`src/design/pidc_pkg.sv`:
```
`timescale 1ns / 1ps
// Shared types and constants for the clamped PID controller.
// Used by pidc_mul, pidc_div and pid_controller_clamped; depends on nothing.

package pidc_pkg;

  // Field and datapath widths
  localparam int unsigned GainW    = 24;   // Q12.12 gains
  localparam int unsigned PeriodW  = 10;   // sample period
  localparam int unsigned LimW     = 11;   // output limits and drive
  localparam int unsigned SampleW  = 16;   // Q8.8 temperatures
  localparam int unsigned ErrW     = SampleW + 1;
  localparam int unsigned DeltaW   = ErrW + 1;
  localparam int unsigned IntegW   = 20;   // Q12.8 integrator
  localparam int unsigned LimShift = 8;    // limit to Q12.8
  localparam int unsigned MulAW    = GainW;
  localparam int unsigned MulBW    = IntegW;
  localparam int unsigned ProdW    = MulAW + MulBW + 1;
  localparam int unsigned KitW     = GainW + PeriodW;
  localparam int unsigned KitHiW   = KitW - MulAW;
  localparam int unsigned AccW     = 56;   // Q36.20 sum
  localparam int unsigned FracW    = 20;
  localparam int unsigned QW       = AccW - FracW;
  localparam int unsigned DivSteps = GainW;
  localparam int unsigned CfgIdxW  = 3;
  localparam int unsigned InDataW  = 2 * SampleW;
  localparam int unsigned OutDataW = 16;

  // Register reset values
  localparam logic [GainW-1:0]          PropGainRst  = 24'd122880;
  localparam logic [GainW-1:0]          IntGainRst   = 24'd819;
  localparam logic [GainW-1:0]          DerGainRst   = 24'd1638400;
  localparam logic [PeriodW-1:0]        PeriodRst    = 10'd1;
  localparam logic signed [LimW-1:0]    OutMaxRst    = 11'sd100;
  localparam logic signed [LimW-1:0]    OutMinRst    = -11'sd100;

  // Register indexes
  typedef enum logic [CfgIdxW-1:0] {
    REG_PROP_GAIN  = 3'd0,
    REG_INT_GAIN   = 3'd1,
    REG_DER_GAIN   = 3'd2,
    REG_PERIOD     = 3'd3,
    REG_OUT_MAX    = 3'd4,
    REG_OUT_MIN    = 3'd5
  } cfg_reg_e;

  // Sequencer states
  typedef enum logic [3:0] {
    ST_IDLE,
    ST_INTEG,
    ST_KIT,
    ST_INTLO,
    ST_INTHI,
    ST_DERIV,
    ST_DRAIN,
    ST_ROUND,
    ST_CLAMP
  } state_e;

  // What to do with a product once it leaves the multiplier
  typedef enum logic [2:0] {
    MUL_NONE,
    MUL_KIT,      // store as integral gain times period
    MUL_CLR,      // load the accumulator
    MUL_ADD,      // add to the accumulator
    MUL_ADD_HI    // add to the accumulator, shifted by MulAW
  } mul_op_e;

  typedef struct packed {
    mul_op_e                  op;
    logic [MulAW-1:0]         a;   // unsigned operand
    logic signed [MulBW-1:0]  b;   // signed operand
  } mul_req_t;

endpackage

```
`src/design/pidc_mul.sv`:
```
`timescale 1ns / 1ps
// Shared registered multiplier: unsigned 24 bit by signed 20 bit.
// Depends on pidc_pkg; the operation tag travels with the product.

module pidc_mul (
  input  logic                               clk_i,
  input  logic                               rst_ni,
  input  pidc_pkg::mul_req_t                 req_i,
  output logic signed [pidc_pkg::ProdW-1:0]  prod_o,
  output pidc_pkg::mul_op_e                  op_o
);

  logic signed [pidc_pkg::ProdW-1:0] prod_d, prod_q;
  pidc_pkg::mul_op_e                 op_q;

  // Form the product with the unsigned operand zero-extended
  assign prod_d = $signed({1'b0, req_i.a}) * req_i.b;

  // Register tag and product
  always_ff @(posedge clk_i or negedge rst_ni) begin
    if (!rst_ni) begin
      op_q <= pidc_pkg::MUL_NONE;
    end else begin
      op_q <= req_i.op;
    end
  end

  always_ff @(posedge clk_i) begin
    prod_q <= prod_d;
  end

  assign prod_o = prod_q;
  assign op_o   = op_q;

endmodule

```
`src/design/pidc_div.sv`:
```
`timescale 1ns / 1ps
// Restoring divider, one quotient bit per cycle, for the derivative gain.
// Depends on pidc_pkg for the operand widths.

module pidc_div (
  input  logic                              clk_i,
  input  logic                              rst_ni,
  input  logic                              start_i,
  input  logic [pidc_pkg::GainW-1:0]        dividend_i,
  input  logic [pidc_pkg::PeriodW-1:0]      divisor_i,
  output logic                              busy_o,
  output logic [pidc_pkg::GainW-1:0]        quot_o
);

  localparam int unsigned CntW = $clog2(pidc_pkg::DivSteps + 1);

  logic                              busy_d, busy_q;
  logic [CntW-1:0]                   cnt_d, cnt_q;
  logic [pidc_pkg::GainW-1:0]        quo_d, quo_q;
  logic [pidc_pkg::PeriodW-1:0]      rem_d, rem_q;
  logic [pidc_pkg::PeriodW-1:0]      dvs_d, dvs_q;
  logic [pidc_pkg::PeriodW:0]        rem_sh, rem_sub;
  logic                              fits;

  // Shift in the next dividend bit and trial-subtract the divisor
  assign rem_sh  = {rem_q, quo_q[pidc_pkg::GainW-1]};
  assign rem_sub = rem_sh - {1'b0, dvs_q};
  assign fits    = (rem_sh >= {1'b0, dvs_q});

  always_comb begin
    busy_d = busy_q;
    cnt_d  = cnt_q;
    quo_d  = quo_q;
    rem_d  = rem_q;
    dvs_d  = dvs_q;
    if (start_i) begin
      busy_d = 1'b1;
      cnt_d  = CntW'(pidc_pkg::DivSteps);
      quo_d  = dividend_i;
      rem_d  = '0;
      dvs_d  = divisor_i;
    end else if (busy_q) begin
      quo_d  = {quo_q[pidc_pkg::GainW-2:0], fits};
      rem_d  = fits ? rem_sub[pidc_pkg::PeriodW-1:0] : rem_sh[pidc_pkg::PeriodW-1:0];
      cnt_d  = cnt_q - 1'b1;
      busy_d = (cnt_q != CntW'(1));
    end
  end

  // Control state
  always_ff @(posedge clk_i or negedge rst_ni) begin
    if (!rst_ni) begin
      busy_q <= 1'b0;
      cnt_q  <= '0;
    end else begin
      busy_q <= busy_d;
      cnt_q  <= cnt_d;
    end
  end

  // Operands and partial results
  always_ff @(posedge clk_i) begin
    quo_q <= quo_d;
    rem_q <= rem_d;
    dvs_q <= dvs_d;
  end

  assign busy_o = busy_q;
  assign quot_o = quo_q;

endmodule

```
`src/design/pid_controller_clamped.sv`:
```
`timescale 1ns / 1ps
// Clamped PID controller: one drive value per setpoint/measured item.
// The sequencer waits on the derivative-gain divider before its last product, and it takes
// one item at a time: a new item is accepted only after the last drive value is loaded.
// The three gain products share one registered multiplier under the sequencer below.
// Reset (rst_ni low, asynchronous) restores register defaults and clears the integrator
// and the stored error. Depends on pidc_pkg, pidc_mul and pidc_div.

module pid_controller_clamped (
  input  logic                                 clk_i,
  input  logic                                 rst_ni,
  // Configuration write port
  input  logic                                 cfg_we_i,
  input  logic [pidc_pkg::CfgIdxW-1:0]         cfg_idx_i,
  input  logic [pidc_pkg::GainW-1:0]           cfg_data_i,
  // Input items
  input  logic                                 s_axis_tvalid,
  output logic                                 s_axis_tready,
  input  logic [pidc_pkg::InDataW-1:0]         s_axis_tdata,  // [15:0] setpoint, [31:16] measured
  // Result items
  output logic                                 m_axis_tvalid,
  input  logic                                 m_axis_tready,
  output logic [pidc_pkg::OutDataW-1:0]        m_axis_tdata   // [10:0] drive, rest zero
);

  localparam int unsigned AccInW = pidc_pkg::IntegW + 1;

  // Configuration registers
  logic [pidc_pkg::GainW-1:0]        prop_gain_q, int_gain_q, der_gain_q;
  logic [pidc_pkg::PeriodW-1:0]      period_q;
  logic signed [pidc_pkg::LimW-1:0]  out_max_q, out_min_q;

  // Sequencer and datapath
  pidc_pkg::state_e                      state_d, state_q;
  logic signed [pidc_pkg::ErrW-1:0]      err_d, err_q, prev_d, prev_q;
  logic signed [pidc_pkg::DeltaW-1:0]    delta_d, delta_q;
  logic signed [pidc_pkg::IntegW-1:0]    integ_d, integ_q;
  logic [pidc_pkg::KitW-1:0]             kit_d, kit_q;
  logic signed [pidc_pkg::AccW-1:0]      acc_d, acc_q;
  logic signed [pidc_pkg::QW-1:0]        q_d, q_q;
  logic signed [pidc_pkg::LimW-1:0]      drive_d, drive_q;
  logic                                  out_vld_d, out_vld_q;

  logic                                  in_acc, out_load;
  logic [pidc_pkg::PeriodW-1:0]          t_eff;
  logic signed [pidc_pkg::SampleW-1:0]   sp, ms;
  logic signed [AccInW-1:0]              acc_in, int_hi, int_lo;
  logic signed [pidc_pkg::AccW-1:0]      prod_ext, round_sum;
  logic signed [pidc_pkg::QW-1:0]        q_hi, q_lo;

  pidc_pkg::mul_req_t                    mul_req;
  logic signed [pidc_pkg::ProdW-1:0]     mul_prod;
  pidc_pkg::mul_op_e                     mul_op;
  logic                                  div_busy;
  logic [pidc_pkg::GainW-1:0]            kd_t;

  assign sp     = s_axis_tdata[pidc_pkg::SampleW-1:0];
  assign ms     = s_axis_tdata[pidc_pkg::InDataW-1:pidc_pkg::SampleW];
  assign t_eff  = (period_q == '0) ? pidc_pkg::PeriodW'(1) : period_q;
  assign in_acc = s_axis_tvalid && s_axis_tready;

  // Hold the configuration registers
  always_ff @(posedge clk_i or negedge rst_ni) begin
    if (!rst_ni) begin
      prop_gain_q <= pidc_pkg::PropGainRst;
      int_gain_q  <= pidc_pkg::IntGainRst;
      der_gain_q  <= pidc_pkg::DerGainRst;
      period_q    <= pidc_pkg::PeriodRst;
      out_max_q   <= pidc_pkg::OutMaxRst;
      out_min_q   <= pidc_pkg::OutMinRst;
    end else if (cfg_we_i) begin
      case (cfg_idx_i)
        pidc_pkg::REG_PROP_GAIN: prop_gain_q <= cfg_data_i;
        pidc_pkg::REG_INT_GAIN:  int_gain_q  <= cfg_data_i;
        pidc_pkg::REG_DER_GAIN:  der_gain_q  <= cfg_data_i;
        pidc_pkg::REG_PERIOD:    period_q    <= cfg_data_i[pidc_pkg::PeriodW-1:0];
        pidc_pkg::REG_OUT_MAX:   out_max_q   <= cfg_data_i[pidc_pkg::LimW-1:0];
        pidc_pkg::REG_OUT_MIN:   out_min_q   <= cfg_data_i[pidc_pkg::LimW-1:0];
        default: ;
      endcase
    end
  end

  // Shared multiplier and derivative-gain divider
  pidc_mul u_mul (
    .clk_i  (clk_i),
    .rst_ni (rst_ni),
    .req_i  (mul_req),
    .prod_o (mul_prod),
    .op_o   (mul_op)
  );

  pidc_div u_div (
    .clk_i      (clk_i),
    .rst_ni     (rst_ni),
    .start_i    (in_acc),
    .dividend_i (der_gain_q),
    .divisor_i  (t_eff),
    .busy_o     (div_busy),
    .quot_o     (kd_t)
  );

  // Integrator update and its limits scaled into Q12.8
  assign acc_in = AccInW'(integ_q) + AccInW'(err_q);
  assign int_hi = AccInW'($signed({out_max_q, {pidc_pkg::LimShift{1'b0}}}));
  assign int_lo = AccInW'($signed({out_min_q, {pidc_pkg::LimShift{1'b0}}}));

  // Truncate the sum toward zero and clamp it to the output limits
  assign round_sum = acc_q + (acc_q[pidc_pkg::AccW-1]
                     ? pidc_pkg::AccW'((64'd1 << pidc_pkg::FracW) - 64'd1)
                     : pidc_pkg::AccW'(0));
  assign q_hi      = pidc_pkg::QW'(out_max_q);
  assign q_lo      = pidc_pkg::QW'(out_min_q);
  assign out_load  = (state_q == pidc_pkg::ST_CLAMP) && (!out_vld_q || m_axis_tready);

  // Next state
  always_comb begin
    state_d = state_q;
    case (state_q)
      pidc_pkg::ST_IDLE:  if (in_acc) state_d = pidc_pkg::ST_INTEG;
      pidc_pkg::ST_INTEG: state_d = pidc_pkg::ST_KIT;
      pidc_pkg::ST_KIT:   state_d = pidc_pkg::ST_INTLO;
      pidc_pkg::ST_INTLO: state_d = pidc_pkg::ST_INTHI;
      pidc_pkg::ST_INTHI: state_d = pidc_pkg::ST_DERIV;
      pidc_pkg::ST_DERIV: if (!div_busy) state_d = pidc_pkg::ST_DRAIN;
      pidc_pkg::ST_DRAIN: state_d = pidc_pkg::ST_ROUND;
      pidc_pkg::ST_ROUND: state_d = pidc_pkg::ST_CLAMP;
      pidc_pkg::ST_CLAMP: if (out_load) state_d = pidc_pkg::ST_IDLE;
      default:            state_d = pidc_pkg::ST_IDLE;
    endcase
  end

  // Multiplier requests issued by the sequencer
  always_comb begin
    mul_req.op = pidc_pkg::MUL_NONE;
    mul_req.a  = '0;
    mul_req.b  = '0;
    case (state_q)
      pidc_pkg::ST_INTEG: begin
        mul_req.op = pidc_pkg::MUL_KIT;
        mul_req.a  = int_gain_q;
        mul_req.b  = $signed(pidc_pkg::MulBW'(t_eff));
      end
      pidc_pkg::ST_KIT: begin
        mul_req.op = pidc_pkg::MUL_CLR;
        mul_req.a  = prop_gain_q;
        mul_req.b  = pidc_pkg::MulBW'(err_q);
      end
      pidc_pkg::ST_INTLO: begin
        mul_req.op = pidc_pkg::MUL_ADD;
        mul_req.a  = kit_q[pidc_pkg::MulAW-1:0];
        mul_req.b  = integ_q;
      end
      pidc_pkg::ST_INTHI: begin
        mul_req.op = pidc_pkg::MUL_ADD_HI;
        mul_req.a  = pidc_pkg::MulAW'(kit_q[pidc_pkg::KitW-1:pidc_pkg::MulAW]);
        mul_req.b  = integ_q;
      end
      pidc_pkg::ST_DERIV: begin
        if (!div_busy) begin
          mul_req.op = pidc_pkg::MUL_ADD;
          mul_req.a  = kd_t;
          mul_req.b  = pidc_pkg::MulBW'(delta_q);
        end
      end
      default: ;
    endcase
  end

  // Datapath register updates
  assign prod_ext = pidc_pkg::AccW'(mul_prod);

  always_comb begin
    err_d     = err_q;
    prev_d    = prev_q;
    delta_d   = delta_q;
    integ_d   = integ_q;
    kit_d     = kit_q;
    acc_d     = acc_q;
    q_d       = q_q;
    drive_d   = drive_q;
    out_vld_d = out_vld_q;

    if (m_axis_tvalid && m_axis_tready) out_vld_d = 1'b0;

    case (state_q)
      pidc_pkg::ST_IDLE: begin
        if (in_acc) err_d = pidc_pkg::ErrW'(sp) - pidc_pkg::ErrW'(ms);
      end
      pidc_pkg::ST_INTEG: begin
        if (acc_in >= int_hi)      integ_d = pidc_pkg::IntegW'(int_hi);
        else if (acc_in <= int_lo) integ_d = pidc_pkg::IntegW'(int_lo);
        else                       integ_d = pidc_pkg::IntegW'(acc_in);
        delta_d = pidc_pkg::DeltaW'(err_q) - pidc_pkg::DeltaW'(prev_q);
        prev_d  = err_q;
      end
      pidc_pkg::ST_ROUND: begin
        q_d = round_sum[pidc_pkg::AccW-1:pidc_pkg::FracW];
      end
      pidc_pkg::ST_CLAMP: begin
        if (out_load) begin
          if (q_q >= q_hi)      drive_d = out_max_q;
          else if (q_q <= q_lo) drive_d = out_min_q;
          else                  drive_d = pidc_pkg::LimW'(q_q);
          out_vld_d = 1'b1;
        end
      end
      default: ;
    endcase

    // Retire the product leaving the multiplier
    case (mul_op)
      pidc_pkg::MUL_KIT:    kit_d = pidc_pkg::KitW'(mul_prod);
      pidc_pkg::MUL_CLR:    acc_d = prod_ext;
      pidc_pkg::MUL_ADD:    acc_d = acc_q + prod_ext;
      pidc_pkg::MUL_ADD_HI: acc_d = acc_q + (prod_ext <<< pidc_pkg::MulAW);
      default: ;
    endcase
  end

  // Control state and controller state
  always_ff @(posedge clk_i or negedge rst_ni) begin
    if (!rst_ni) begin
      state_q   <= pidc_pkg::ST_IDLE;
      out_vld_q <= 1'b0;
      integ_q   <= '0;
      prev_q    <= '0;
    end else begin
      state_q   <= state_d;
      out_vld_q <= out_vld_d;
      integ_q   <= integ_d;
      prev_q    <= prev_d;
    end
  end

  // Payload registers
  always_ff @(posedge clk_i) begin
    err_q   <= err_d;
    delta_q <= delta_d;
    kit_q   <= kit_d;
    acc_q   <= acc_d;
    q_q     <= q_d;
    drive_q <= drive_d;
  end

  assign s_axis_tready = (state_q == pidc_pkg::ST_IDLE);
  assign m_axis_tvalid = out_vld_q;
  assign m_axis_tdata  = pidc_pkg::OutDataW'($unsigned(drive_q));

  // The divider must be free whenever a new item starts it
  assert property (@(posedge clk_i) disable iff (!rst_ni)
    in_acc |-> !div_busy)
    else $error("divider busy at input accept");

  // A new result appears only out of the clamp step
  assert property (@(posedge clk_i) disable iff (!rst_ni)
    $rose(m_axis_tvalid) |-> $past(state_q == pidc_pkg::ST_CLAMP))
    else $error("result loaded outside clamp step");

  // The gain-times-period product returns exactly when the sequencer expects it
  assert property (@(posedge clk_i) disable iff (!rst_ni)
    (mul_op == pidc_pkg::MUL_KIT) |-> (state_q == pidc_pkg::ST_KIT))
    else $error("integral gain product out of step");

  // With ordered limits the freshly updated integrator lies between them
  assert property (@(posedge clk_i) disable iff (!rst_ni)
    (state_q == pidc_pkg::ST_KIT && out_max_q >= out_min_q) |->
      (AccInW'(integ_q) <= int_hi && AccInW'(integ_q) >= int_lo))
    else $error("integrator outside its limits");

endmodule

```
`config.mk`:
```
export PLATFORM = sky130hd
export DESIGN_NAME = pid_controller_clamped
export DESIGN_NICKNAME = d
export VERILOG_FILES = /design/src/design/pidc_pkg.sv /design/src/design/pidc_mul.sv /design/src/design/pidc_div.sv /design/src/design/pid_controller_clamped.sv
export SDC_FILE = /design/constraint.sdc
export NUM_CORES = 2
export LEC_CHECK = 0
export BUFFER_PORTS_ARGS = -buffer_cell sky130_fd_sc_hd__buf_4
export CAP_MARGIN = 10
export CORE_UTILIZATION = 41
export CTS_CLUSTER_DIAMETER = 50
export DETAILED_ROUTE_END_ITERATION = 7
export PLACE_DENSITY = 0.58
export SYNTH_ARGS = -nofsm -noshare
export SYNTH_HDL_FRONTEND = slang
export SYNTH_HIERARCHICAL = 1
export SYNTH_SLANG_ARGS = --single-unit
export TNS_END_PERCENT = 30
```
`constraint.sdc`:
```
create_clock -name clk_i -period 7.4 [get_ports clk_i]
set_input_delay 0.37 -clock clk_i [delete_from_list [all_inputs] [get_ports clk_i]]
set_output_delay 0.37 -clock clk_i [all_outputs]
set_load 0.005 [all_outputs]
```
==> results.md <==
- Status: complete, but fails checks
- Failing checks: setup timing
- Clk_lat worst skew: 0.65 ns
- Ys async rst share: 0.373
- Most frequent CP cell: fa_1
- Max Slew Vio Count: 0
- Clock Sinks: 416
- Path type of the worst setup path: register to register
- Max incr delay on CP: 0.58 ns
- Fmax: 122 MHz
- Required time worst endpoint: 7.90 ns
- Drt total wl: 127000 um
- Register area share after synthesis: 0.259
- Slew @ Worst Pin: 1.21 ns
- Area leader, netlist: fa_1
- Die Footprint: 0.107 mm^2
- Vias per Instance: 5.43
- First-pass GRT wire length: 198000 um
- CTS max path bufs: 3
- Reg2reg end: u_mul/prod_o[44]$_DFF_P_
- Root buffer cell: clkbuf_16
- Synth cell count leaders: 574 x inv_1, 462 x nand2_1, 449 x ha_1
- Wire per inst: 20.3 um
- Main synth FF type: edfxtp_1
- Sequential cell area: 0.0112 mm^2
- Yosys top cell area share: 0.185
- Setup crit start kind: register
- Count leader, synth: inv_1
- Pin count of the biggest net entering global routing: 95
- Row count: 118
- DRT iter0 DRCs: 2372
- Ys Warns: 6
- Post-synthesis sequential element count: 416
- Crit path to: u_mul/prod_o[44]$_DFF_P_
- Setup TNS: -9.00 ns
- Cells after synthesis: 4500
- Met1 Routed Length: 57100 um
- R2R Setup Slk: -0.80 ns
- Core Util, Final: 0.491
- Cell depth of the worst flop-to-flop path: 34
- RSZ-0062 raised after global routing: true
- Vias in the first global route: 33906
- Slowest-stage cell, CP: a222oi_1
- Cts bufs inserted: 58
- Uppermost layer routed: met4
- HPWL after detailed placement: 100000 um
- Antenna violations before repair: 1
- Final antenna-violating net count: 0
- Filler Cell Count: 9619
- Port Buffer Count: 76
- Number of synthesized flops with an enable pin: 206
- Area of the multi-input gates: 0.0299 mm^2
- Critical-path maximum fanout: 10
- I/O pin cnt: 82
- Total Routing Usage GR: 0.237
- Layout Nets: 5723
- Final setup viols: 26
- Syn_area_per_cell: 9.61 um^2
- Gpl congestion: 0.908
- Residual DRC: 0
- Die X: 327 um
- Met2 wire length: 60700 um
- Die height: 327 um
- Synth Cell Area: 0.0432 mm^2
- Final WS setup: -0.795 ns
- CTS tree: done
- First-pass iteration count of the detailed router: 7
- Starting density of the core: 0.415
- Worst slack, placed: -0.912 ns
- Worst min-delay path class: input pin to register
- Max_slew headroom: 0.191
- Critical Path AT: 8.69 ns
- Metal3 WL: 5770 um
- Largest cells by area after synthesis: fa_1 18%, edfxtp_1 14%, ha_1 13%
- Via count: 33871
- Skew final: 0.0436 ns
- Crit. End Element: register
- Final hold slack: 0.0265 ns
- Clock slew at reported path FFs: 0.06 ns
- Core Footprint: 0.104 mm^2
- # Max-Cap Violations: 0
- GR Overflow Total: 0
- H-tree levels: 2
- Final Critical Period: 8.20 ns
- Final Cycle Share: 1.11
- Crit Reg-Reg Startpoint: state_q[0]$_DFFE_PN0P_
- Final Hold Fails: 0
- Area growth from synthesis to layout: 18.3%
- Fraction of layout instances using a drive strength above 1: 0.185
- CP Launch Point: state_q[0]$_DFFE_PN0P_
- Unique cell type count in the Yosys netlist: 106
==> cell usage in the layout (no fill, tap or decap), types with 46 or more instances in the layout <==
| cell type | synthesis | routed |
|---|---|---|
| o21ai_0 | 200 | 175 |
| and2_1 | 266 | 262 |
| a21o_1 | 114 | 114 |
| xor2_1 | 70 | 66 |
| nor2_1 | 163 | 156 |
| dfxtp_1 | 55 | 55 |
| nand2_1 | 462 | 451 |
| dfrtp_1 | 131 | 130 |
| fa_1 | 399 | 386 |
| buf_4 | 6 | 380 |
| a22oi_1 | 62 | 61 |
| inv_1 | 574 | 557 |
| edfxtp_1 | 206 | 206 |
| a21oi_1 | 182 | 166 |
| nand3_1 | 62 | 59 |
| buf_12 | 0 | 50 |
| xnor2_1 | 117 | 112 |
| ha_1 | 449 | 432 |
| clkbuf_16 | 0 | 62 |
| nand4_1 | 46 | 46 |
| mux2_2 | 139 | 139 |
==> layout make-up <==
class	instances	share of cell area
tap	1380	0.0338
sequential	416	0.219
clock buffer	72	0.0308
timing repair buffer	452	0.0807
multi-input combinational	3307	0.584
inverter	576	0.0424
clock inverter	38	0.00886
antenna	2	0.0000979
==> how the worst min path moves through the flow <==
stage	startpoint	to	slack, ns	cells past startpoint
5_1_grt	cfg_data_i[15]	prop_gain_q[15]$_DFFE_PN1P_	0.005	2
4_1_cts	cfg_data_i[15]	prop_gain_q[15]$_DFFE_PN1P_	0.001	2
3_3_place_gp	prev_q[0]$_DFFE_PN0N_	prev_q[0]$_DFFE_PN0N_	0.47	2
6_report	cfg_data_i[15]	prop_gain_q[15]$_DFFE_PN1P_	0.03	2
3_5_place_dp	prev_q[0]$_DFFE_PN0N_	prev_q[0]$_DFFE_PN0N_	0.48	2
2_1_floorplan	rst_ni	der_gain_q[0]$_DFFE_PN0P_	0.07	0
==> flip-flops by register name, summed over array words and instances, names as in the netlist, 3 cells and up <==
register,count
prop_gain_q,24
err_q,17
out_min_q,11
out_max_q,11
integ_q,20
drive_q,11
acc_q,56
period_q,10
int_gain_q,24
u_div/cnt_q,5
prev_q,17
u_mul/prod_o,45
delta_q,18
u_div/quot_o,24
u_mul/op_o,3
q_q,36
state_q,4
u_div/dvs_q,10
kit_q,34
u_div/rem_q,10
der_gain_q,24
==> through the flow <==
step	area, um^2	cells
3_5_place_dp	48000	6099
2_1_floorplan	43300	4504
3_3_place_gp	48000	6099
6_report	51100	6243
5_1_grt	51100	6241
4_1_cts	50700	6233
==> worst max-delay path: cells and delay by family, from the launching register on <==
| kind | cells | cell delay, ns |
|---|---|---|
| adders and majority gates | 8 | 3.48 |
| AOI/OAI and AO/OA | 5 | 1.49 |
| buffers and inverters | 12 | 1.42 |
| and+or+nand+nor | 8 | 1.05 |
| DFF | 1 | 0.44 |
| xor gates and xnor gates | 1 | 0.14 |
==> metal layers <==
layer  vias up  GRT usage
met5         -          0
met4         0     0.0591
met3       145     0.0199
met2       851      0.398
met1     16904      0.329
li1      15971          -
==> cells by family (layout without fill, tap and decap cells) <==
logic type / count (synthesis) / in the layout / synth area share
AOI/OAI and AO/OA: 864 / 864 / 0.135
xor gates and xnor gates: 187 / 187 / 0.0379
adders and majority gates: 848 / 848 / 0.315
buffers and inverters: 781 / 1138 / 0.0691
DFF: 416 / 416 / 0.259
muxes: 157 / 157 / 0.0404
other: 1 / 7 / 0.0000867
and+or+nand+nor: 1246 / 1246 / 0.144
==> what timing repair did <==
item	CTS	global route
pin swaps	59	62
resized for setup	96	84
hold buffers	4	0
cloned	1	2
endpoints found under the hold margin	81	0
setup buffers	19	9
endpoints found under the setup margin	27	33
Power is not shown: default switching activity piles up to over one toggle a cycle in this logic, so the estimate is an artifact.
